`src/rtl/gfr_pkg.sv`:
```
// gfr_pkg: shared types and constants of the grid frequency and rms meter
// depends on nothing; used by the interfaces and every rtl module
package gfr_pkg;

	// configuration port
	localparam int CFG_IDX_W  = 3;
	localparam int CFG_DATA_W = 24;

	typedef enum logic [CFG_IDX_W-1:0] {
		REG_ZERO_LEVEL     = 3'd0,
		REG_SAMPLE_ALPHA   = 3'd1,
		REG_SAMPLE_GAIN    = 3'd2,
		REG_SAMPLE_RATE    = 3'd3,
		REG_FREQ_ALPHA     = 3'd4,
		REG_LOW_LIMIT      = 3'd5,
		REG_HIGH_LIMIT     = 3'd6,
		REG_RMS_SCALE      = 3'd7
	} cfg_reg_t;

	// register reset values
	localparam logic [9:0]  ZERO_LEVEL_RST   = 10'd511;
	localparam logic [15:0] SAMPLE_ALPHA_RST = 16'd1996;
	localparam logic [12:0] SAMPLE_GAIN_RST  = 13'd4321;
	localparam logic [15:0] SAMPLE_RATE_RST  = 16'd9975;
	localparam logic [15:0] FREQ_ALPHA_RST   = 16'd1996;
	localparam logic [23:0] LOW_LIMIT_RST    = 24'd49900;
	localparam logic [23:0] HIGH_LIMIT_RST   = 24'd50100;
	localparam logic [15:0] RMS_SCALE_RST    = 16'd16446;
	localparam logic [23:0] FREQ_RST         = 24'd50000;

	// band status codes
	typedef enum logic [1:0] {
		BAND_WITHIN = 2'd0,
		BAND_BELOW  = 2'd1,
		BAND_ABOVE  = 2'd2
	} band_t;

	// shared multiplier operand and product widths
	localparam int MUL_A_W = 29;
	localparam int MUL_B_W = 26;
	localparam int MUL_P_W = MUL_A_W + MUL_B_W;

	// shared divider
	localparam int DIV_W    = 56;
	localparam int DEN_W    = 24;
	localparam int STEP_W   = 6;
	localparam int FRAC_STEPS = 24;
	localparam int FREQ_STEPS = 35;
	localparam int RMS_STEPS  = 56;

	// square root
	localparam int ROOT_W = DIV_W / 2;

	localparam logic [23:0] MAX24 = 24'hFFFFFF;

	typedef struct packed {
		logic                start;
		logic [DIV_W-1:0]    num;
		logic [DEN_W-1:0]    den;
		logic [STEP_W-1:0]   steps;
	} div_req_t;

endpackage

```
`src/rtl/gfr_mul.sv`:
```
// gfr_mul: shared signed multiplier with a registered product
// depends on gfr_pkg
module gfr_mul (
	input  logic                                clk,
	input  logic signed [gfr_pkg::MUL_A_W-1:0]  a,
	input  logic signed [gfr_pkg::MUL_B_W-1:0]  b,
	output logic signed [gfr_pkg::MUL_P_W-1:0]  prod
);

	logic signed [gfr_pkg::MUL_P_W-1:0] prod_q;

	// one product per cycle
	always_ff @(posedge clk) begin
		prod_q <= gfr_pkg::MUL_P_W'(a) * gfr_pkg::MUL_P_W'(b);
	end

	assign prod = prod_q;

endmodule

```
`config.mk`:
```
export PLATFORM = sky130hd
export DESIGN_NAME = gfr_mul
export DESIGN_NICKNAME = d
export VERILOG_FILES = /design/src/rtl/gfr_pkg.sv /design/src/rtl/gfr_mul.sv
export SDC_FILE = /design/constraint.sdc
export NUM_CORES = 2
export LEC_CHECK = 0
export BUFFER_PORTS_ARGS = -buffer_cell sky130_fd_sc_hd__buf_2
export CAP_MARGIN = 10
export CORE_MARGIN = 10
export CORE_UTILIZATION = 48
export CTS_CLUSTER_SIZE = 20
export DETAILED_ROUTE_END_ITERATION = 16
export GPL_TIMING_DRIVEN = 0
export PLACE_DENSITY = 0.64
export SLEW_MARGIN = 20
export SYNTH_ARGS = -nofsm -noshare
export SYNTH_HDL_FRONTEND = slang
export SYNTH_SLANG_ARGS = --single-unit
```
`constraint.sdc`:
```
create_clock -name clk -period 19.88 [get_ports clk]
set_input_delay 3.976 -clock clk [delete_from_list [all_inputs] [get_ports clk]]
set_output_delay 3.976 -clock clk [all_outputs]
set_load 0.02 [all_outputs]
```
==> run metrics <==
grt ovf=0; synth warn=0; post-synth net total=around 4000; number of cells upsized or downsized after cts=0; Avg Cell Area, Syn=9.35 µm²; synthesized netlist cell count=around 3000; met1 Use GR=0.360; I/O Pins=between 100 and 150; nets@finish=about 4100; sequential-to-total area share from yosys stat=0.0396; clock transition at the registers of the reported paths=roughly 0.11 ns; initial DRC count=~1500; top cells by area, synth=fa_1, inv_1, and2_1, ha_1, nand2_1; Post-synth EDFFs=0; final worst path period share=0.643; average vias per placed instance=roughly 5.3; clock root buffer master=clkbuf_16; max frequency=between 0.07 and 0.08 GHz; largest area contributor in the netlist=fa_1; Starting Density=0.483; run status=finished, final reports clean; # rows=between 80 and 90; crit path kind=input pin to flop; pin count of the biggest net entering global routing=20; Synth cell types=54; Worst EP arrival=~13 ns; WL final=around 94000 µm; die footprint=approximately 68000 µm²; Clock Tree Buf Depth=2; vias in the first global route=approximately 23000; CTS tree=yes; normalized max-slew margin=0.249; die height=~260 µm; Main synth FF type=dfxtp_1; max reg flops=55; Total Routing Usage GR=0.289; CP endpoint kind=flop; Die Wd=~260 µm; count of pins over their slew limit=0; initial antenna violation count=10; Syn Std Cell Area=between 20000 and 30000 µm²; total clock buffers created by CTS=5; gr busiest metal=met2; wire per inst=around 24 µm; Final ANT Viol Nets=0; post-CTS setup buffer count=0; CTS Sinks=between 50 and 60; I/O Buffers=85; met2 Resource Use GR=0.476; share of the synthesized area in the top cell type=0.563; DRC=0; Vias=between 20000 and 25000; minimum clock period=12.78 ns; CTS Hold Bufs=0; met3 usage=0.0558; CTS H-tree depth=2; setup TNS=0 ns; slew at the pin with the worst max-slew slack=approximately 1.1 ns; area grow syn2layout=5.61%; Hold WC Path Type=input pin to flop; synthesized flop and latch total=55; routability-driven placement congestion ratio=1.02; RSZ-0062 raised after global routing=no; Core ar.=between 50000 and 60000 µm²; ys async rst share=0; most frequent cells in the layout=fa_1, inv_1, nand2_1; first-pass GRT wire length=approximately 140000 µm; Setup violations, final=0; commonest non-fill, non-tap cell in the layout=fa_1; detailed placement HPWL=approximately 80000 µm; layout cell share with drive strength beyond 1=0.0342; first-pass detailed-route iteration total=7; Max-Cap Viols=0; startpoint class of the critical path=input pin; Fin. Hold Viols=0; CP required=around 20 ns; worst-path fanout max=10
==> cells by family after synthesis <==
family | synth area share
flops | 0.0396
fa+ha+maj | 0.631
simple gates | 0.152
mux | 0.000765
xor+xnor | 0.0189
buf+inv | 0.124
compound gates | 0.0340
==> area by class of cell <==
| class | instances | area, µm² |
|---|---|---|
| well taps | 765 | 957 |
| inverters | 778 | 2920 |
| plain buffers | 141 | 532 |
| clock buffers | 5 | 125 |
| diodes | 9 | 22.5 |
| fillers | 5440 | 28200 |
| multi-input cells | 2001 | 23300 |
| repair buffers | 85 | 425 |
| flip-flops and latches | 55 | 1100 |
| clock inverters | 3 | 28.8 |
==> synthesized netlist by cell type, types with 3 or more instances <==
library cell	n
nand2b_1	17
a211oi_2	3
dfxtp_1	55
ha_1	152
o21a_1	8
nand3_1	11
xor2_1	21
fa_1	782
clkbuf_1	140
inv_1	778
a21oi_1	38
nand4_1	8
a21o_1	23
a41o_1	3
a211oi_1	3
nor2b_1	8
o21ai_1	3
o21bai_1	3
and3_1	4
xnor2_1	39
nand2_1	414
and2_1	330
a31oi_1	5
nor3_1	12
o21ai_0	29
nor2_1	50
==> routing by layer <==
metal | vias up | wire length [µm]
met1 | 10685 | 35800
met5 | - | 18
met3 | 204 | 7940
li1 | 8643 | -
met4 | 4 | 5430
met2 | 840 | 44800
==> worst paths after layout <==
path	from	endpoint	slack, ns	cells past startpoint
max	b[12]	prod[54]	7.10	24
min	a[0]	prod[0]	4.06	2
==> critical path, cell delays in order <==
cell      delay (ns)
clkbuf_1        0.65
clkbuf_1        0.76
nand2_1         0.17
fa_1            0.54
fa_1            0.61
inv_1           0.07
fa_1            0.48
fa_1            0.57
fa_1            0.44
fa_1            0.49
inv_1           0.05
fa_1            0.48
inv_1           0.05
ha_1            0.35
a21o_1          0.21
a21oi_1         0.19
o21ai_0         0.10
a21oi_1         0.26
and3b_1         0.62
o21ai_1         0.27
a21o_1          0.30
o41ai_1         0.97
o41ai_1         0.20
xnor2_1         0.16
==> stage by stage <==
stage | instances | hold WS, ns | setup slack (ns) | util | instance area [µm²]
6_report | 3842 | 4.06 | 7.10 | 0.510 | 29400
3_3_place_gp | 3825 | 4.39 | 6.61 | 0.507 | 29200
5_1_grt | 3834 | 4.04 | 6.85 | 0.510 | 29400
4_1_cts | 3833 | 4.04 | 7.06 | 0.510 | 29400
2_1_floorplan | 2975 | 4.10 | 9.27 | - | 27800
3_5_place_dp | 3825 | 4.39 | 6.70 | 0.507 | 29200
Power is left out: the tool's default activity adds up to more than one toggle a clock period on the data nets, which glitch-free logic cannot reach.
