**src/rtl/gfr_pkg.sv**
```systemverilog
// gfr_pkg: shared types and constants of the grid frequency and rms meter
// depends on nothing; used by the interfaces and every rtl module
package gfr_pkg;

	// configuration port
	localparam int CFG_IDX_W  = 3;
	localparam int CFG_DATA_W = 24;

	typedef enum logic [CFG_IDX_W-1:0] {
		REG_ZERO_LEVEL     = 3'd0,
		REG_SAMPLE_ALPHA   = 3'd1,
		REG_SAMPLE_GAIN    = 3'd2,
		REG_SAMPLE_RATE    = 3'd3,
		REG_FREQ_ALPHA     = 3'd4,
		REG_LOW_LIMIT      = 3'd5,
		REG_HIGH_LIMIT     = 3'd6,
		REG_RMS_SCALE      = 3'd7
	} cfg_reg_t;

	// register reset values
	localparam logic [9:0]  ZERO_LEVEL_RST   = 10'd511;
	localparam logic [15:0] SAMPLE_ALPHA_RST = 16'd1996;
	localparam logic [12:0] SAMPLE_GAIN_RST  = 13'd4321;
	localparam logic [15:0] SAMPLE_RATE_RST  = 16'd9975;
	localparam logic [15:0] FREQ_ALPHA_RST   = 16'd1996;
	localparam logic [23:0] LOW_LIMIT_RST    = 24'd49900;
	localparam logic [23:0] HIGH_LIMIT_RST   = 24'd50100;
	localparam logic [15:0] RMS_SCALE_RST    = 16'd16446;
	localparam logic [23:0] FREQ_RST         = 24'd50000;

	// band status codes
	typedef enum logic [1:0] {
		BAND_WITHIN = 2'd0,
		BAND_BELOW  = 2'd1,
		BAND_ABOVE  = 2'd2
	} band_t;

	// shared multiplier operand and product widths
	localparam int MUL_A_W = 29;
	localparam int MUL_B_W = 26;
	localparam int MUL_P_W = MUL_A_W + MUL_B_W;

	// shared divider
	localparam int DIV_W    = 56;
	localparam int DEN_W    = 24;
	localparam int STEP_W   = 6;
	localparam int FRAC_STEPS = 24;
	localparam int FREQ_STEPS = 35;
	localparam int RMS_STEPS  = 56;

	// square root
	localparam int ROOT_W = DIV_W / 2;

	localparam logic [23:0] MAX24 = 24'hFFFFFF;

	typedef struct packed {
		logic                start;
		logic [DIV_W-1:0]    num;
		logic [DEN_W-1:0]    den;
		logic [STEP_W-1:0]   steps;
	} div_req_t;

endpackage

```
**src/rtl/gfr_isqrt.sv**
```systemverilog
// gfr_isqrt: integer square root, one result bit per cycle
// depends on gfr_pkg
module gfr_isqrt (
	input  logic                          clk,
	input  logic                          arst_n,
	input  logic                          start,
	input  logic [gfr_pkg::DIV_W-1:0]     val,
	output logic                          done,
	output logic [gfr_pkg::ROOT_W-1:0]    root
);

	localparam int CNT_W = $clog2(gfr_pkg::ROOT_W + 1);

	logic [gfr_pkg::DIV_W-1:0] v_q;
	logic [gfr_pkg::DIV_W:0]   r_q;
	logic [gfr_pkg::DIV_W-1:0] b_q;
	logic [CNT_W-1:0]          cnt_q;
	logic                      busy_q;
	logic                      done_q;
	logic [gfr_pkg::DIV_W:0]   t;

	assign t = r_q + {1'b0, b_q};

	// control
	always_ff @(posedge clk or negedge arst_n) begin
		if (!arst_n) begin
			busy_q <= 1'b0;
			done_q <= 1'b0;
			cnt_q  <= '0;
		end else begin
			done_q <= 1'b0;
			if (start) begin
				busy_q <= 1'b1;
				cnt_q  <= CNT_W'(gfr_pkg::ROOT_W);
			end else if (busy_q) begin
				cnt_q <= cnt_q - 1'b1;
				if (cnt_q == CNT_W'(1)) begin
					busy_q <= 1'b0;
					done_q <= 1'b1;
				end
			end
		end
	end

	// digit-by-digit root
	always_ff @(posedge clk) begin
		if (start) begin
			v_q <= val;
			r_q <= '0;
			b_q <= {2'b01, {(gfr_pkg::DIV_W-2){1'b0}}};
		end else if (busy_q) begin
			b_q <= {2'b00, b_q[gfr_pkg::DIV_W-1:2]};
			if ({1'b0, v_q} >= t) begin
				v_q <= v_q - t[gfr_pkg::DIV_W-1:0];
				r_q <= {1'b0, r_q[gfr_pkg::DIV_W:1]} + {1'b0, b_q};
			end else begin
				r_q <= {1'b0, r_q[gfr_pkg::DIV_W:1]};
			end
		end
	end

	assign done = done_q;
	assign root = r_q[gfr_pkg::ROOT_W-1:0];

endmodule
```
**config.mk**
```make
export PLATFORM = sky130hd
export DESIGN_NAME = gfr_isqrt
export DESIGN_NICKNAME = d
export VERILOG_FILES = /design/src/rtl/gfr_pkg.sv /design/src/rtl/gfr_isqrt.sv
export SDC_FILE = /design/constraint.sdc
export NUM_CORES = 1
export LEC_CHECK = 0
export BUFFER_PORTS_ARGS = -buffer_cell sky130_fd_sc_hd__buf_4
export CORE_MARGIN = 4
export CORE_UTILIZATION = 60
export CTS_CLUSTER_SIZE = 8
export DETAILED_ROUTE_END_ITERATION = 8
export PLACE_DENSITY = 0.79
export SYNTH_ARGS = -nofsm -noshare
export SYNTH_HDL_FRONTEND = slang
export SYNTH_SLANG_ARGS = --single-unit
```
**constraint.sdc**
```tcl
create_clock -name clk -period 11.4 [get_ports clk]
set_clock_uncertainty 0.05 [all_clocks]
set_input_delay 0 -clock clk [delete_from_list [all_inputs] [get_ports clk]]
set_output_delay 0 -clock clk [all_outputs]
set_load 0.01 [all_outputs]
```
==> summary.md <==
| Metric | Value |
|---|---|
| Crit path max fanout | `76` |
| Fin. Hold Viols | `0` |
| Clock slew at reported path FFs | `roughly 0.060 ns` |
| F_max | `approximately 140 MHz` |
| Hold Crit Class | `input pin to register` |
| Final non-filler cell area | `about 0.016 mm2` |
| Rows | `55` |
| Post-CTS Setup Bufs | `0` |
| Router iterations before antenna repair | `6` |
| Post-Route M1 WL | `17400 um` |
| RSZ-0062 raised after global routing | `no` |
| Cells after DPL | `~2.0k` |
| Post-DP HPWL | `29500 um` |
| Tmin final | `about 7.3 ns` |
| Worst Path Required | `11.42 ns` |
| Final GP Congestion | `between 0.9 and 1` |
| CTS tree | `done` |
| CP max stage cell | `buf_4` |
| Netlist Area Pre-Place | `around 0.014 mm2` |
| Library cells used by synthesis | `a little under 80` |
| Area of the die | `between 0.02 and 0.03 mm2` |
| Buffers on Ports | `87` |
| Crit path launch type | `register` |
| Global-route wire length before repair | `around 67000 um` |
| CP Cell Sequence | `ha_1 -> nand2_1 -> or3_1 -> or2_2 -> o21ai_0 -> a31oi_1 -> o21ai_0 -> a21boi_0 -> a21bo_2 -> xor2_1 -> ha_1 -> nand3_1 -> nor3_1 -> nor3b_1 -> nand3_1 -> o21ai_0 -> a211oi_1 -> a211o_2 -> buf_4 -> o21ai_4 -> buf_4` |
| Post-synthesis register bit count | `between 100 and 150` |
| Post-Syn Nets | `between 1.5k and 2k` |
| Total CTS buffers | `17` |
| Cell repeated most along the worst path | `o21ai_0` |
| CTS Sinks | `roughly 150` |
| Post-synthesis area per instance | `about 8 um2` |
| Power per Cell Area | `about 230 mW/mm2` |
| Root buffer cell | `clkbuf_16` |
| Status | `completed` |
| Critical path arrival | `between 7 and 8 ns` |
| Die width | `160 um` |
| Worst-Margin Slew | `between 1 and 1.5 ns` |
| Relative slew margins | `approximately 29%` |
| CP peak stage delay | `0.64 ns` |
| Final ANT Viol Nets | `0` |
| Async S/R FF share, synth | `about 4.7%` |
| Bufs on Longest Clock Path | `2` |
| Initial drt markers | `1327` |
| Num ports | `slightly below 90` |
| Initial antenna violation count | `1` |
| Initial core utilization | `a little over 60%` |
| Ys Warns | `0` |
| DR vias/cell | `approximately 6.5` |
| Pre-CTS WS | `around 4.3 ns` |
| Post-route DRC | `0` |
| Buffer and inverter count on the worst path | `2` |
| Average routed wire per standard cell | `~20 um` |
| Worst VDD drop | `a little under 0.3 mV` |
| H-tree Lvls | `4` |
| Final setup fails | `0` |
| Worst Slack Setup Final | `4.13 ns` |
| Fin. max-slew vios | `0` |
| Met2 Wirelength | `19800 um` |
| Congestion Overflow GR | `0` |
| Crit path max-delay family | `compound AO/OA/AOI/OAI gates` |
| Cts repair resizes | `0` |
| Tcrit/Tclk final | `around 64%` |
| Area after DPL | `roughly 0.014 mm2` |
| N_diodes | `0` |
| Post-synth EDFFs | `between 50 and 60` |
| Synth Flop Type | `dfxtp_1` |
| Min Hold Slack | `0.0431 ns` |
| Largest net degree at the start of global routing | `between 100 and 150` |
| Total Wirelength | `41700 um` |
| Worst Setup End Kind | `register` |
| Final #Nets | `about 2k` |
| DR vias | `roughly 14k` |
| Tot GR Track Use | `roughly a third` |
| Vias in the first global route | `about 13k` |
| Core Area | `roughly 0.023 mm2` |
| Post-Syn Instances | `around 1.8k` |
| Util after Layout | `roughly two thirds` |
| Sequential share of the synthesized area | `about a quarter` |
| Total power draw | `roughly 3.5 mW` |
| Max layer used | `met5` |
| Later-pin clock latency in the skew report | `approximately 0.45 ns` |
| P_leak | `approximately 6.3 nW` |
| Layout area overhead | `12.0%` |
| Max-cap viol count | `0` |
| Metal3 WL | `2770 um` |
| Share of cells above drive strength 1 | `about a tenth` |
| Final setup TNS | `0 ns` |
| Critical path class | `register to register` |
| Die height | `between 150 and 200 um` |
| Reg2Reg Setup Slack | `~4.1 ns` |
| Layout Cells excl Fill | `about 2.1k` |
-- synthesized netlist by cell type, types with 25 or more instances --
| cell type | number | area share, % |
|---|---|---|
| nor2_1 | 195 | 5.3 |
| nand2_1 | 191 | 5.2 |
| o21ai_0 | 135 | 4.9 |
| ha_1 | 116 | 10 |
| a21oi_1 | 114 | 4.1 |
| dfxtp_1 | 85 | 12 |
| clkbuf_1 | 76 | 2.1 |
| edfxtp_1 | 56 | 12 |
| xor2_1 | 55 | 3.5 |
| xnor2_1 | 52 | 3.3 |
| a21o_1 | 48 | 2.6 |
| a31oi_1 | 47 | 2.1 |
| mux2i_1 | 46 | 3.3 |
| inv_1 | 41 | 1.1 |
| a311oi_1 | 36 | 2.3 |
| nand4_1 | 34 | 1.5 |
| nor3_1 | 33 | 1.2 |
| or3_1 | 31 | 1.4 |
| buf_4 | 29 | 1.6 |
| nand3_1 | 27 | 0.98 |
| o21bai_1 | 25 | 1.4 |
-- cell families (layout without fill, tap and decap cells) --
logic type	after synthesis	count (layout)	synth area share (%)
and+or+nand+nor	597	597	19.9
DFF	148	148	25.7
buffers and inverters	162	225	5.34
adders and majority gates	117	117	10.6
muxes	59	59	4.38
AOI/OAI and AO/OA	569	569	27.2
xor gates and xnor gates	107	107	6.77
-- repair_timing --
item / 4_1_cts / 5_1_grt
hold endpoints to repair: 62 / 0
hold buffers: 57 / 0
endpoints found under the setup margin: 0 / 0
-- flip-flops by register name (all words and copies together) (netlist names) --
signal and count:
r_q 57, v_q 56, b_q 28, cnt_q 5, busy_q 1, done 1
-- placed cells by master, fill, tap and decap left out, types with 34 or more instances in the layout --
cell	Yosys	final
nand2_1	191	191
o21ai_0	135	134
nand4_1	34	34
mux2i_1	46	46
xnor2_1	52	52
nor2_1	195	195
xor2_1	55	55
ha_1	116	116
a311oi_1	36	36
buf_4	29	94
a21oi_1	114	114
a21o_1	48	48
inv_1	41	41
a31oi_1	47	47
dlygate4sd3_1	0	57
dfxtp_1	85	85
edfxtp_1	56	56
-- routing by layer --
metal  vias up  global-route usage, %
li1       6652                      -
met1      6432                   40.6
met2       499                   54.2
met3        97                   5.19
met4         2                   12.2
met5         -                      0
-- where the power goes --
group          total, mW  switching [mW]  internal, mW
Combinational       2.09            1.30         0.788
Clock              0.576           0.251         0.325
Sequential         0.861           0.106         0.756
Total               3.52            1.65          1.87
-- final cells by class --
type                            count  area, um2
Multi-Input combinational cell   1449       9560
Fill cell                        1896       7140
Sequential cell                   148       3560
Timing Repair Buffer              152       1290
Clock buffer                       21        482
Tap cell                          285        357
Inverter                           41        154
Clock inverter                     11       97.6
-- path summary, 6_finish.rpt --
path                       startpoint        to  cells after the start
max in group asynchronous      arst_n    busy_q                      3
min in group asynchronous      arst_n    busy_q                      3
min                             start    b_q[8]                      2
max reg2reg                   r_q[14]    v_q[9]                     21
min reg2reg                  cnt_q[4]  cnt_q[4]                      2
max                           r_q[14]    v_q[9]                     21
No activity file was read; power rests on OpenSTA's default activity.
