==> src/rtl/gfr_pkg.sv <==
// gfr_pkg: shared types and constants of the grid frequency and rms meter
// depends on nothing; used by the interfaces and every rtl module
package gfr_pkg;

	// configuration port
	localparam int CFG_IDX_W  = 3;
	localparam int CFG_DATA_W = 24;

	typedef enum logic [CFG_IDX_W-1:0] {
		REG_ZERO_LEVEL     = 3'd0,
		REG_SAMPLE_ALPHA   = 3'd1,
		REG_SAMPLE_GAIN    = 3'd2,
		REG_SAMPLE_RATE    = 3'd3,
		REG_FREQ_ALPHA     = 3'd4,
		REG_LOW_LIMIT      = 3'd5,
		REG_HIGH_LIMIT     = 3'd6,
		REG_RMS_SCALE      = 3'd7
	} cfg_reg_t;

	// register reset values
	localparam logic [9:0]  ZERO_LEVEL_RST   = 10'd511;
	localparam logic [15:0] SAMPLE_ALPHA_RST = 16'd1996;
	localparam logic [12:0] SAMPLE_GAIN_RST  = 13'd4321;
	localparam logic [15:0] SAMPLE_RATE_RST  = 16'd9975;
	localparam logic [15:0] FREQ_ALPHA_RST   = 16'd1996;
	localparam logic [23:0] LOW_LIMIT_RST    = 24'd49900;
	localparam logic [23:0] HIGH_LIMIT_RST   = 24'd50100;
	localparam logic [15:0] RMS_SCALE_RST    = 16'd16446;
	localparam logic [23:0] FREQ_RST         = 24'd50000;

	// band status codes
	typedef enum logic [1:0] {
		BAND_WITHIN = 2'd0,
		BAND_BELOW  = 2'd1,
		BAND_ABOVE  = 2'd2
	} band_t;

	// shared multiplier operand and product widths
	localparam int MUL_A_W = 29;
	localparam int MUL_B_W = 26;
	localparam int MUL_P_W = MUL_A_W + MUL_B_W;

	// shared divider
	localparam int DIV_W    = 56;
	localparam int DEN_W    = 24;
	localparam int STEP_W   = 6;
	localparam int FRAC_STEPS = 24;
	localparam int FREQ_STEPS = 35;
	localparam int RMS_STEPS  = 56;

	// square root
	localparam int ROOT_W = DIV_W / 2;

	localparam logic [23:0] MAX24 = 24'hFFFFFF;

	typedef struct packed {
		logic                start;
		logic [DIV_W-1:0]    num;
		logic [DEN_W-1:0]    den;
		logic [STEP_W-1:0]   steps;
	} div_req_t;

endpackage

==> src/rtl/gfr_div.sv <==
// gfr_div: restoring divider, one quotient bit per cycle
// depends on gfr_pkg; numerator comes left-aligned, steps gives its bit count
module gfr_div (
	input  logic                          clk,
	input  logic                          arst_n,
	input  gfr_pkg::div_req_t             req,
	output logic                          done,
	output logic [gfr_pkg::DIV_W-1:0]     quo
);

	logic [gfr_pkg::DIV_W-1:0]  num_q;
	logic [gfr_pkg::DIV_W-1:0]  quo_q;
	logic [gfr_pkg::DEN_W-1:0]  rem_q;
	logic [gfr_pkg::DEN_W-1:0]  den_q;
	logic [gfr_pkg::STEP_W-1:0] cnt_q;
	logic                       busy_q;
	logic                       done_q;
	logic [gfr_pkg::DEN_W:0]    shifted;
	logic [gfr_pkg::DEN_W:0]    trial;

	// trial subtraction of the next bit
	always_comb begin
		shifted = {rem_q, num_q[gfr_pkg::DIV_W-1]};
		trial   = shifted - {1'b0, den_q};
	end

	// control
	always_ff @(posedge clk or negedge arst_n) begin
		if (!arst_n) begin
			busy_q <= 1'b0;
			done_q <= 1'b0;
			cnt_q  <= '0;
		end else begin
			done_q <= 1'b0;
			if (req.start) begin
				busy_q <= 1'b1;
				cnt_q  <= req.steps;
			end else if (busy_q) begin
				cnt_q <= cnt_q - 1'b1;
				if (cnt_q == gfr_pkg::STEP_W'(1)) begin
					busy_q <= 1'b0;
					done_q <= 1'b1;
				end
			end
		end
	end

	// datapath
	always_ff @(posedge clk) begin
		if (req.start) begin
			num_q <= req.num;
			den_q <= req.den;
			rem_q <= '0;
			quo_q <= '0;
		end else if (busy_q) begin
			num_q <= {num_q[gfr_pkg::DIV_W-2:0], 1'b0};
			if (!trial[gfr_pkg::DEN_W]) begin
				rem_q <= trial[gfr_pkg::DEN_W-1:0];
				quo_q <= {quo_q[gfr_pkg::DIV_W-2:0], 1'b1};
			end else begin
				rem_q <= shifted[gfr_pkg::DEN_W-1:0];
				quo_q <= {quo_q[gfr_pkg::DIV_W-2:0], 1'b0};
			end
		end
	end

	assign done = done_q;
	assign quo  = quo_q;

endmodule

==> config.mk <==
export PLATFORM = sky130hd
export DESIGN_NAME = gfr_div
export DESIGN_NICKNAME = d
export VERILOG_FILES = /design/src/rtl/gfr_pkg.sv /design/src/rtl/gfr_div.sv
export SDC_FILE = /design/constraint.sdc
export NUM_CORES = 1
export LEC_CHECK = 0
export ABC_AREA = 1
export BUFFER_PORTS_ARGS = -buffer_cell sky130_fd_sc_hd__buf_2
export CORE_AREA = 5 5 128 178
export CTS_CLUSTER_SIZE = 8
export DETAILED_ROUTE_END_ITERATION = 10
export DIE_AREA = 0 0 133 183
export SLEW_MARGIN = 0
export SYNTH_ARGS = -nofsm -noshare
export SYNTH_HDL_FRONTEND = slang
export SYNTH_SLANG_ARGS = --single-unit
export TNS_END_PERCENT = 10
==> constraint.sdc <==
create_clock -name clk -period 6.25 [get_ports clk]
set_input_delay 0.9375 -clock clk [delete_from_list [all_inputs] [get_ports clk]]
set_output_delay 0.9375 -clock clk [all_outputs]
set_load 0.03 [all_outputs]
==> flow_summary_export.csv, run 1 <==
group,metric,value,unit
yosys,flop_and_latch_count_out_of_synthesis,168,
placement,place_hpwl,14300,um
yosys,synth_cell_types,39,
die,floorplan.initialDensity,0.392,
route,drt_pre_antenna_iters,5,
worst_setup_path,timing.setup.critical_path_class,"in2reg",
timing,post-route-period-util,0.414,
min_path,worst_hold_path_type,"in2async",
yosys,synth_top_cells_by_area,"edfxtp_1 29%, nand2_1 20%, dfxtp_1 19%, inv_1 7.1%, o22ai_1 4.1%",
route,via_per_inst,4.63,
die,dieHeight,183,um
timing,timing.hold.ws,0.324,ns
layout,layoutNonFillerInstCount,1456,
timing,totalNegativeSetupSlack,0,ns
job,drv.max_cap_violation_count,0,
worst_setup_path,ff2ff_setup_slack,3.73,ns
route,detail-route-antenna-nets,0,
clock_tree,ctsHtreeMaxLevel,4,
yosys,yosys.area.top_type_share,0.292,
timing,max-slew-margin-rel,0.355,
worst_setup_path,worstSetupStartpointType,"primary input",
layout,mostFrequentLayoutCells,"449 x nand2_1, 156 x inv_1, 144 x buf_2",
clock_tree,clock_edge_transition_at_the_registers_on_the_reported_setup_and_hold_paths,0.07,ns
layout,mostFrequentLayoutCell,"nand2_1",
worst_setup_path,rr_endpoint,"rem_q[19]$_SDFFE_PP0P_",
worst_setup_path,critical_path_peak_fanout,63,
die,pin_count,146,
timing,final.setup_skew,0.0311,ns
placement,placedCellCount,1421,
layout,layout-drive-gt1-share,0.184,
global_routing,grt_use_total,0.164,
power,power_leakage,0.00498,uW
placement,port_buffers,145,
yosys,seq_area_frac_synth,0.510,
yosys,synth_edf_count,80,
global_routing,gr-usage-met1,0.180,
clock_tree,post_cts_repair_resize_count,0,
route,detail_route.wirelength,19700,um
yosys,postSynthNetCount,1160,
global_routing,grt_start_max_net_pins,64,
route,vias,6739,
placement,post-place-ws,3.16,ns
layout,finalNetCount,1296,
clock_tree,cts_buffers,17,
timing,final_max_slew_viol_count,0,
timing,worst_pin_slew,0.967,ns
clock_tree,cts_max_path_buffers,2,
clock_tree,post_cts.repair.setup_buffers,0,
layout,flow.area_growth_from_synthesis,19.1,%
global_routing,global_route_wire_length_before_repair,32500,um
power,cellPowerDensity,368,mW/mm2
clock_tree,clock_network_latency_to_the_later_pin_of_the_worst_skew_pair,0.45,ns
global_routing,grt-ovfl-total,0,
yosys,postSynth.asyncResetShare,0.0476,
timing,grt_setup_unrepaired,"false",
worst_setup_path,cp_data_required_time,6.51,ns
clock_tree,holdBufCountCts,0,
global_routing,global_routing_s_busiest_layer,"met2",
route,drt_iter0_drc,327,
timing,timing.fmax,387,MHz
timing,setup_violations,0,
run_status,status,"finished, final reports clean",
timing,timing.final.crit_period,2.59,ns
die,core,0.0210,mm2
die,die_area,0.0243,mm2
clock_tree,cts_tree,"built",
worst_setup_path,worst_path_arrival,2.85,ns
global_routing,grt_pass1_vias,6842,
timing,final_hold_viol_count,0,
yosys,mappedNetlistArea,0.00824,mm2
die,num_rows,63,
timing,finalWorstSetupSlack,3.66,ns
yosys,synth_ff_type,"edfxtp_1",
yosys,synth_largest_area_cell,"edfxtp_1",
yosys,synth_area_per_cell,7.89,um2
placement,routability_driven_placement_congestion_ratio,0.898,
worst_setup_path,worstReg2RegStart,"num_q[55]$_DFFE_PP_",
route,wl_per_cell,13.5,um
route,drc,0,
global_routing,groute.layer.met3.usage,0.0439,
clock_tree,clock_sink_count,168,
die,dieWidth,133,um
clock_tree,clock-root-buffer,"clkbuf_16",
worst_setup_path,ff2ff_path_depth,15,
yosys,syn_inst,1044,
power,worst_ir_drop_vdd,0.220,mV
worst_setup_path,crit_path_end_kind,"flop",
global_routing,antenna_found_initial,3,
global_routing,met2_usage,0.300,
yosys,warning_count_from_the_yosys_run,0,
==> metrics by stage <==
stage | util | area [um2] | power [uW]
floorplan | - | 8240 | 2310
global placement | 0.436 | 9180 | 2550
detailed placement | 0.436 | 9180 | 2560
CTS | 0.466 | 9800 | 3660
global route | 0.466 | 9810 | 3880
finish | 0.466 | 9810 | 3610
==> cell families after synthesis <==
family | share of synthesized area
buffers and inverters | 0.0925
adder cells (fa/ha/maj) | 0.0419
XOR/XNOR | 0.0149
flip-flops | 0.510
AO/OA/AOI/OAI | 0.0629
AND/OR/NAND/NOR | 0.278
==> metal layers <==
layer  share of wire  up-vias  wire length (um)
met2            0.53      122             10400
met5         0.00035        -                 7
met1            0.40     3037              7940
met3           0.048       22               942
li1                -     3556                 -
met4           0.021        2               420
==> worst max path at each step <==
stage / from / to / slack [ns] / depth (start not counted)
floorplan: req[86] / num_q[0]$_SDFFCE_PN0P_ / 2.92 / 3
global placement: req[86] / quo[47]$_SDFFE_PP0P_ / 3.20 / 5
detailed placement: req[86] / quo[6]$_SDFFE_PP0P_ / 3.16 / 5
CTS: req[86] / quo[6]$_SDFFE_PP0P_ / 3.62 / 5
global route: req[86] / quo[48]$_SDFFE_PP0P_ / 3.47 / 5
finish: req[86] / quo[48]$_SDFFE_PP0P_ / 3.66 / 5
==> Yosys cell counts, types with 2 or more instances <==
| cell type | number |
|---|---|
| nand2_1 | 449 |
| inv_1 | 156 |
| dfxtp_1 | 80 |
| edfxtp_1 | 80 |
| o22ai_1 | 54 |
| nand3_1 | 31 |
| nor2_1 | 31 |
| ha_1 | 26 |
| clkbuf_1 | 23 |
| nand2_2 | 21 |
| a21oi_1 | 13 |
| xor2_1 | 13 |
| nand4_1 | 9 |
| dfrtp_1 | 8 |
| buf_1 | 4 |
| inv_2 | 4 |
| nor2_4 | 4 |
| o21bai_1 | 4 |
| nand3b_1 | 3 |
| nor2_2 | 3 |
| o211ai_1 | 3 |
| o21ai_0 | 3 |
| o221ai_1 | 3 |
| and2_1 | 2 |
| buf_2 | 2 |
| buf_4 | 2 |
==> layout make-up <==
type | instances | area (um2)
tap | 260 | 325
multi-input combinational | 682 | 3280
inverter | 161 | 607
fill | 2156 | 11200
clock inverter | 15 | 200
timing repair buffer | 150 | 766
sequential | 168 | 4200
clock buffer | 17 | 425
antenna | 3 | 7.51
==> worst max-delay path, cell delays in order <==
cell and delay [ns]:
buf_4 0.44, nor2_2 0.11, inv_4 0.57, buf_4 0.58, o22ai_1 0.15
==> state kept, by name (all words and copies together) (netlist names) <==
signal  count
busy_q      1
cnt_q       6
den_q      24
done        1
num_q      56
quo        56
rem_q      24
==> report_power, final <==
part           switching [uW]  internal, uW
Clock                     533           551
Combinational             758           393
Sequential               80.6          1300
Total                    1370          2240
Note: power is estimated with default switching activity, not from simulation.
==> run 2: changes to the inputs <==
--- a/config.mk
+++ b/config.mk
@@ -5,12 +5,12 @@
 export SDC_FILE = /design/constraint.sdc
 export NUM_CORES = 1
 export LEC_CHECK = 0
-export ABC_AREA = 1
+export ABC_AREA = 0
 export BUFFER_PORTS_ARGS = -buffer_cell sky130_fd_sc_hd__buf_2
-export CORE_AREA = 5 5 128 178
+export CORE_AREA = 5 5 124 173
 export CTS_CLUSTER_SIZE = 8
 export DETAILED_ROUTE_END_ITERATION = 10
-export DIE_AREA = 0 0 133 183
+export DIE_AREA = 0 0 129 178
 export SLEW_MARGIN = 0
 export SYNTH_ARGS = -nofsm -noshare
 export SYNTH_HDL_FRONTEND = slang
==> constraint.sdc (replaced) <==
create_clock -name clk -period 2.2 [get_ports clk]
set_input_delay 0.33 -clock clk [delete_from_list [all_inputs] [get_ports clk]]
set_output_delay 0.33 -clock clk [all_outputs]
set_load 0.03 [all_outputs]
==> run 2 against run 1 <==
The flow now finishes with violations (negative setup slack). Routed wire length decreased by 9.5%. Utilization increased by 5.3 points. First-iteration DRC count decreased by 28%. Power increased to 2.7 times the previous value. Clock power increased to 2.6 times the previous value. Clock skew decreased by 0.021 ns. Sequential cell count unchanged. Critical path depth increased by 9. Combinational power increased to 2.7 times the previous value. Sequential power increased to 2.8 times the previous value. Final cell count decreased by 18%. Largest cell class unchanged. Largest power group unchanged.
==> flow_summary_export.csv, run 2 <==
group,metric,value,unit
yosys,flop_and_latch_count_out_of_synthesis,168,
placement,port_buffers,145,
route,via_per_inst,4.93,
yosys,postSynth.asyncResetShare,0.0476,
worst_setup_path,critical_path_peak_fanout,2,
die,dieWidth,129,um
route,drt_iter0_drc,236,
layout,fin_area,0.0102,mm2
global_routing,antenna_found_initial,2,
min_path,worst_hold_path_type,"in2reg",
die,core,0.0197,mm2
job,drv.max_cap_violation_count,0,
yosys,postSynthNetCount,806,
yosys,synth_top_cells_by_area,"edfxtp_1 31%, dfxtp_1 21%, mux2_2 8.0%, mux2i_1 7.1%, ha_1 4.2%",
global_routing,global_route_wire_length_before_repair,29400,um
worst_setup_path,critical-path-slowest-cell,"edfxtp_1",
layout,mostFrequentLayoutCell,"buf_2",
die,num_rows,61,
worst_setup_path,crit_path_end_kind,"flop",
route,detail_route.wirelength,17900,um
yosys,post-synth-top-count-cell,"nor2_1",
timing,max-slew-margin-rel,0.687,
layout,flow.area_growth_from_synthesis,31.8,%
global_routing,grt_start_max_net_pins,59,
yosys,synth_largest_area_cell,"edfxtp_1",
worst_setup_path,crit_buf_inv,3,
worst_setup_path,path_cells,"inv_1 -> ha_2 -> inv_2 -> fa_2 -> a211oi_2 -> o21a_1 -> a211o_1 -> a21oi_2 -> o21ai_2 -> a41oi_4 -> xnor2_4 -> buf_6 -> or3_4 -> a311oi_2",
clock_tree,cts_tree,"built",
clock_tree,clock_sink_count,168,
timing,grt_setup_unrepaired,"true",
placement,placed_cell_area,0.00956,mm2
clock_tree,clock-root-buffer,"clkbuf_16",
die,floorplan.initialDensity,0.394,
timing,final_max_slew_viol_count,0,
layout,final_core_utilization,0.519,
clock_tree,clock_edge_transition_at_the_registers_on_the_reported_setup_and_hold_paths,0.07,ns
clock_tree,cts_max_path_buffers,2,
layout,layout-drive-gt1-share,0.378,
run_status,status,"finished, violations left",
worst_setup_path,worst_path_arrival,3.23,ns
worst_setup_path,worstSetupStartpointType,"flop",
timing,worst_pin_slew,0.463,ns
timing,final_hold_viol_count,0,
timing,post-route-period-util,1.32,
power,power_leakage,0.00490,uW
timing,totalNegativeSetupSlack,-14.83,ns
route,vias,5872,
route,drt_pre_antenna_iters,4,
power,cellPowerDensity,959,mW/mm2
yosys,synth_cell_types,48,
worst_setup_path,slowest_delay,0.38,ns
clock_tree,ctsHtreeMaxLevel,4,
yosys,seq_area_frac_synth,0.542,
route,detail-route-antenna-nets,0,
global_routing,grt_pass1_vias,5977,
timing,timing.fmax,344,MHz
worst_setup_path,timing.setup.critical_path_class,"reg2reg",
timing,finalWorstSetupSlack,-0.711,ns
layout,fillers,1825,
yosys,synth_area_per_cell,11.2,um2
global_routing,grt-ovfl-total,0,
route,wl_per_cell,15.0,um
global_routing,grt_use_total,0.159,
timing,setup_violations,25,
layout,mostFrequentLayoutCells,"144 x buf_2, 95 x buf_4, 82 x nor2_1",
yosys,synth_edf_count,80,
layout,antennaDiodeCount,0,
placement,routability_driven_placement_congestion_ratio,0.803,
run_status,failed_checks,"negative setup slack",
yosys,ys_top_cells_by_count,"82 x nor2_1, 80 x dfxtp_1, 80 x edfxtp_1",
timing,timing.final.crit_period,2.91,ns
placement,place_hpwl,13200,um
yosys,yosys.area.top_type_share,0.310,
clock_tree,clock_network_latency_to_the_later_pin_of_the_worst_skew_pair,0.42,ns
yosys,warning_count_from_the_yosys_run,0,
die,dieHeight,178,um
yosys,syn_inst,690,
clock_tree,cts_buffers,17,
layout,finalNetCount,1042,
yosys,mappedNetlistArea,0.00775,mm2
timing,final.setup_skew,0.0103,ns
route,drc,0,
die,die_area,0.0230,mm2
yosys,synth_ff_type,"edfxtp_1",
die,pin_count,146,
power,worst_ir_drop_vdd,0.640,mV
worst_setup_path,critPathTopFamily,"compound AO/OA/AOI/OAI gates",
worst_setup_path,cp_data_required_time,2.52,ns
## run 2: changes by cell type in the layout (fill, tap and decap cells not counted), sizes merged, moves of 17 or more
cell	change
nand2	-416
inv	-122
buf	+101
mux2	+55
mux2i	+55
o22ai	-54
nor2	+44
o21ai	+17
## run 2: per-stage QoR
step	hold WS, ns	power, uW	instances	worst slack (ns)
floorplan	0.0344	5590	690	-0.723
global placement	0.186	6860	1153	-0.731
detailed placement	0.183	6890	1153	-0.826
CTS	0.0617	9870	1191	-0.782
global route	0.0581	10400	1191	-0.916
finish	0.0826	9800	1191	-0.711
## run 2: timing repair
| item | in CTS | in global routing |
|---|---|---|
| hold endpoints to repair | 8 | 0 |
| hold buffers | 1 | 0 |
| buffers inserted | 5 | 0 |
| setup endpoints to repair | 25 | 25 |
| pin swaps | 18 | 4 |
| resized for setup | 9 | 7 |
## run 2: logic make-up after synthesis
family | synth area share
and+or+nand+nor | 0.107
muxes | 0.151
buffers and inverters | 0.0342
DFF | 0.542
AOI/OAI and AO/OA | 0.0899
xor gates and xnor gates | 0.0313
adders and majority gates | 0.0445
## run 2: power breakdown
part           internal, uW  leakage [uW]  total (uW)  switching [uW]
Combinational          1660       0.00306        3080            1420
Clock                  1500      0.000267        2860            1360
Sequential             3650       0.00157        3860             211
## run 2: layer usage
| layer | wire length (um) | vias up | global-route usage | share of wire |
|---|---|---|---|---|
| met3 | 1080 | 20 | 0.0566 | 0.061 |
| met1 | 7130 | 2790 | 0.183 | 0.40 |
| met5 | 21 | - | 0 | 0.0012 |
| li1 | - | 2943 | - | - |
| met4 | 252 | 4 | 0.0451 | 0.014 |
| met2 | 9370 | 115 | 0.278 | 0.52 |
## run 2: final cells by class
cell class / instances / area (um2) / area share
tap: 252 / 315 / 0.0309
multi-input combinational: 452 / 3360 / 0.329
sequential: 168 / 4210 / 0.412
inverter: 35 / 131 / 0.0129
clock inverter: 14 / 129 / 0.0126
clock buffer: 18 / 429 / 0.0420
timing repair buffer: 252 / 1640 / 0.161
## run 2: worst paths after layout
check                                        end  slack [ns]            startpoint  cells past startpoint
min in group asynchronous   cnt_q[3]$_DFFE_PN0P_        0.32                arst_n                      2
hold reg to reg             quo[55]$_SDFFE_PP0P_        0.49  quo[55]$_SDFFE_PP0P_                      2
setup reg to reg           rem_q[3]$_SDFFE_PP0P_       -0.71   num_q[55]$_DFFE_PP_                     14
max in group asynchronous       busy_q$_DFF_PN0_        1.69                arst_n                      2
hold / removal               den_q[20]$_DFFE_PP_        0.08               req[26]                      1
setup / recovery           rem_q[3]$_SDFFE_PP0P_       -0.71   num_q[55]$_DFFE_PP_                     14
## run 2: worst reg2reg max path, cell delays in order (launching register included)
cell	delay, ns
edfxtp_1	0.38
inv_1	0.07
ha_2	0.18
inv_2	0.04
fa_2	0.34
a211oi_2	0.18
o21a_1	0.17
a211o_1	0.16
a21oi_2	0.06
o21ai_2	0.18
a41oi_4	0.19
xnor2_4	0.17
buf_6	0.13
or3_4	0.33
a311oi_2	0.25
==> run 3: changes to the inputs <==
--- a/config.mk
+++ b/config.mk
@@ -7,10 +7,10 @@
 export LEC_CHECK = 0
 export ABC_AREA = 0
 export BUFFER_PORTS_ARGS = -buffer_cell sky130_fd_sc_hd__buf_2
-export CORE_AREA = 5 5 124 173
+export CORE_AREA = 5 5 162 133
 export CTS_CLUSTER_SIZE = 8
 export DETAILED_ROUTE_END_ITERATION = 10
-export DIE_AREA = 0 0 129 178
+export DIE_AREA = 0 0 167 138
 export SLEW_MARGIN = 0
 export SYNTH_ARGS = -nofsm -noshare
 export SYNTH_HDL_FRONTEND = slang
==> constraint.sdc (replaced) <==
create_clock -name clk -period 2.2 [get_ports clk]
set_input_delay 0.33 -clock clk [delete_from_list [all_inputs] [get_ports clk]]
set_output_delay 0.33 -clock clk [all_outputs]
set_load 0.1 [all_outputs]
==> run 3 against run 2 <==
The run still ends with negative setup slack left. Cell area up 0.39%. Die area is 0.37% higher. Maximum frequency about the same. Clock skew grew 0.0050 ns. Sequential cell count stayed put. Clock-buffer cell count down 1. Hold slack lost 0.0046 ns.
==> flow_summary_export.csv, run 3 (same netlist as run 2, synthesis figures left out) <==
group,metric,value,unit
die,floorplan.initialDensity,0.395,
power,sw_frac_of_total,0.319,
route,drt_iter0_drc,357,
power,power.net_switching,3200,uW
route,vias,5852,
worst_setup_path,worstSetupStartpointType,"flop",
layout,mostFrequentLayoutCells,"144 x buf_2, 93 x buf_4, 82 x nor2_1",
clock_tree,clock_edge_transition_at_the_registers_on_the_reported_setup_and_hold_paths,0.07,ns
placement,port_buffers,145,
clock_tree,clock_network_latency_to_the_later_pin_of_the_worst_skew_pair,0.43,ns
worst_setup_path,crit_path_end_kind,"flop",
placement,post-place-ws,-0.784,ns
route,detail-route-antenna-nets,0,
clock_tree,clock-root-buffer,"clkbuf_16",
layout,ff_latch_area,0.00421,mm2
worst_setup_path,critical_path_peak_fanout,2,
clock_tree,clock_sink_count,168,
layout,flow.area_growth_from_synthesis,32.3,%
timing,finalWorstSetupSlack,-0.713,ns
die,pin_count,146,
power,internal_power,6810,uW
job,drv.max_cap_violation_count,0,
power,pwr-share-seq,0.388,
worst_setup_path,timing.setup.critical_path_class,"reg2reg",
global_routing,grt_start_max_net_pins,74,
timing,final.setup_skew,0.0153,ns
route,detail_route.wirelength,18400,um
placement,place_hpwl,13000,um
timing,final_max_slew_viol_count,0,
run_status,status,"finished, violations left",
die,dieWidth,167,um
die,die_area,0.0230,mm2
layout,fin_area,0.0103,mm2
run_status,failed_checks,"negative setup slack",
power,worst_ir_drop_vdd,0.483,mV
clock_tree,cts_tree,"built",
timing,final_hold_viol_count,0,
timing,post-route-period-util,1.32,
placement,placed_cell_area,0.00951,mm2
power,power_leakage,0.00491,uW
die,num_rows,46,
layout,finalNetCount,1039,
power,clkPwrFrac,0.294,
timing,max-slew-margin-rel,0.653,
timing,setup_violations,25,
placement,routability_driven_placement_congestion_ratio,0.795,
clock_tree,ctsHtreeMaxLevel,4,
global_routing,grt_pass1_vias,5719,
min_path,worst_hold_path_type,"in2reg",
timing,timing.final.crit_period,2.91,ns
power,power_frac_comb,0.318,
layout,mostFrequentLayoutCell,"buf_2",
die,dieHeight,138,um
clock_tree,cts_max_path_buffers,2,
route,wl_per_cell,15.3,um
clock_tree,cts_buffers,17,
power,cellPowerDensity,975,mW/mm2
worst_setup_path,cp_data_required_time,2.53,ns
global_routing,grt-ovfl-total,0,
global_routing,grt_use_total,0.157,
route,via_per_inst,4.87,
timing,timing.fmax,343,MHz
route,drt_pre_antenna_iters,7,
worst_setup_path,worst_path_arrival,3.24,ns
timing,worst_pin_slew,0.513,ns
die,core,0.0196,mm2
layout,layout-drive-gt1-share,0.388,
route,drc,0,
layout,multi_input_comb_area,0.00341,mm2
layout,fillers,1793,
global_routing,antenna_found_initial,6,
global_routing,global_route_wire_length_before_repair,29700,um
timing,grt_setup_unrepaired,"true",
==> run 3: area by class of cell <==
type,instances,area share
inverters,35,0.0128
flip-flops and latches,168,0.410
multi-input cells,452,0.332
diodes,1,0.000244
well taps,264,0.0322
clock buffers,17,0.0415
repair buffers,249,0.156
clock inverters,15,0.0150
==> run 3: path summary, 6_finish.rpt <==
check	startpoint	endpoint	slack (ns)	cells after the start
worst min register to register	quo[55]$_SDFFE_PP0P_	quo[55]$_SDFFE_PP0P_	0.51	2
worst max-delay path	num_q[55]$_DFFE_PP_	rem_q[3]$_SDFFE_PP0P_	-0.71	14
worst max register to register	num_q[55]$_DFFE_PP_	rem_q[3]$_SDFFE_PP0P_	-0.71	14
worst min-delay path	req[22]	den_q[16]$_DFFE_PP_	0.08	1
min in group asynchronous	arst_n	cnt_q[0]$_DFFE_PN0P_	0.30	2
max in group asynchronous	arst_n	busy_q$_DFF_PN0_	1.71	2
==> run 3: power by group through the flow <==
stage | clock network, uW | logic [uW] | registers [uW]
2_1_floorplan | 0 | 1710 | 3950
3_3_place_gp | 0 | 2940 | 3940
3_5_place_dp | 0 | 2970 | 3940
4_1_cts | 3030 | 3080 | 3880
5_1_grt | 3180 | 3500 | 3910
6_report | 2950 | 3180 | 3880
==> run 3: worst max-delay path: stages (launching register included) <==
cell and delay [ns]:
edfxtp_1 0.39, inv_1 0.07, ha_2 0.17, inv_2 0.04, fa_2 0.34, a211oi_2 0.18, o21a_1 0.15, a211o_1 0.17
a21oi_2 0.07, o21ai_2 0.17, a41oi_4 0.17, xnor2_4 0.17, buf_6 0.13, or3_1 0.32, a311oi_1 0.28
==> run 3: repair_timing <==
| action | CTS | global route |
|---|---|---|
| hold buffers | 1 | 0 |
| gates cloned | 0 | 0 |
| gates resized for setup | 13 | 13 |
| setup endpoints to repair | 25 | 25 |
| hold endpoints to repair | 8 | 0 |
| pin swaps | 19 | 10 |
| setup buffers | 4 | 3 |
==> run 3: metrics by stage <==
step | std cells | utilization | hold WS, ns | power, uW | TNS, ns
2_1_floorplan | 690 | - | 0.0344 | 5650 | -37.19
3_3_place_gp | 1160 | 0.485 | 0.188 | 6880 | -15.45
3_5_place_dp | 1160 | 0.485 | 0.184 | 6910 | -17.16
4_1_cts | 1197 | 0.518 | 0.0561 | 9990 | -16.57
5_1_grt | 1201 | 0.523 | 0.0490 | 10600 | -20.13
6_report | 1201 | 0.523 | 0.0780 | 10000 | -15.37
==> run 3: layer usage <==
metal,vias up,GRT usage,part of all wire
met4,10,0.0319,0.0060
li1,2944,-,-
met2,150,0.228,0.43
met5,-,0,0.0034
met3,20,0.0712,0.084
met1,2728,0.218,0.48
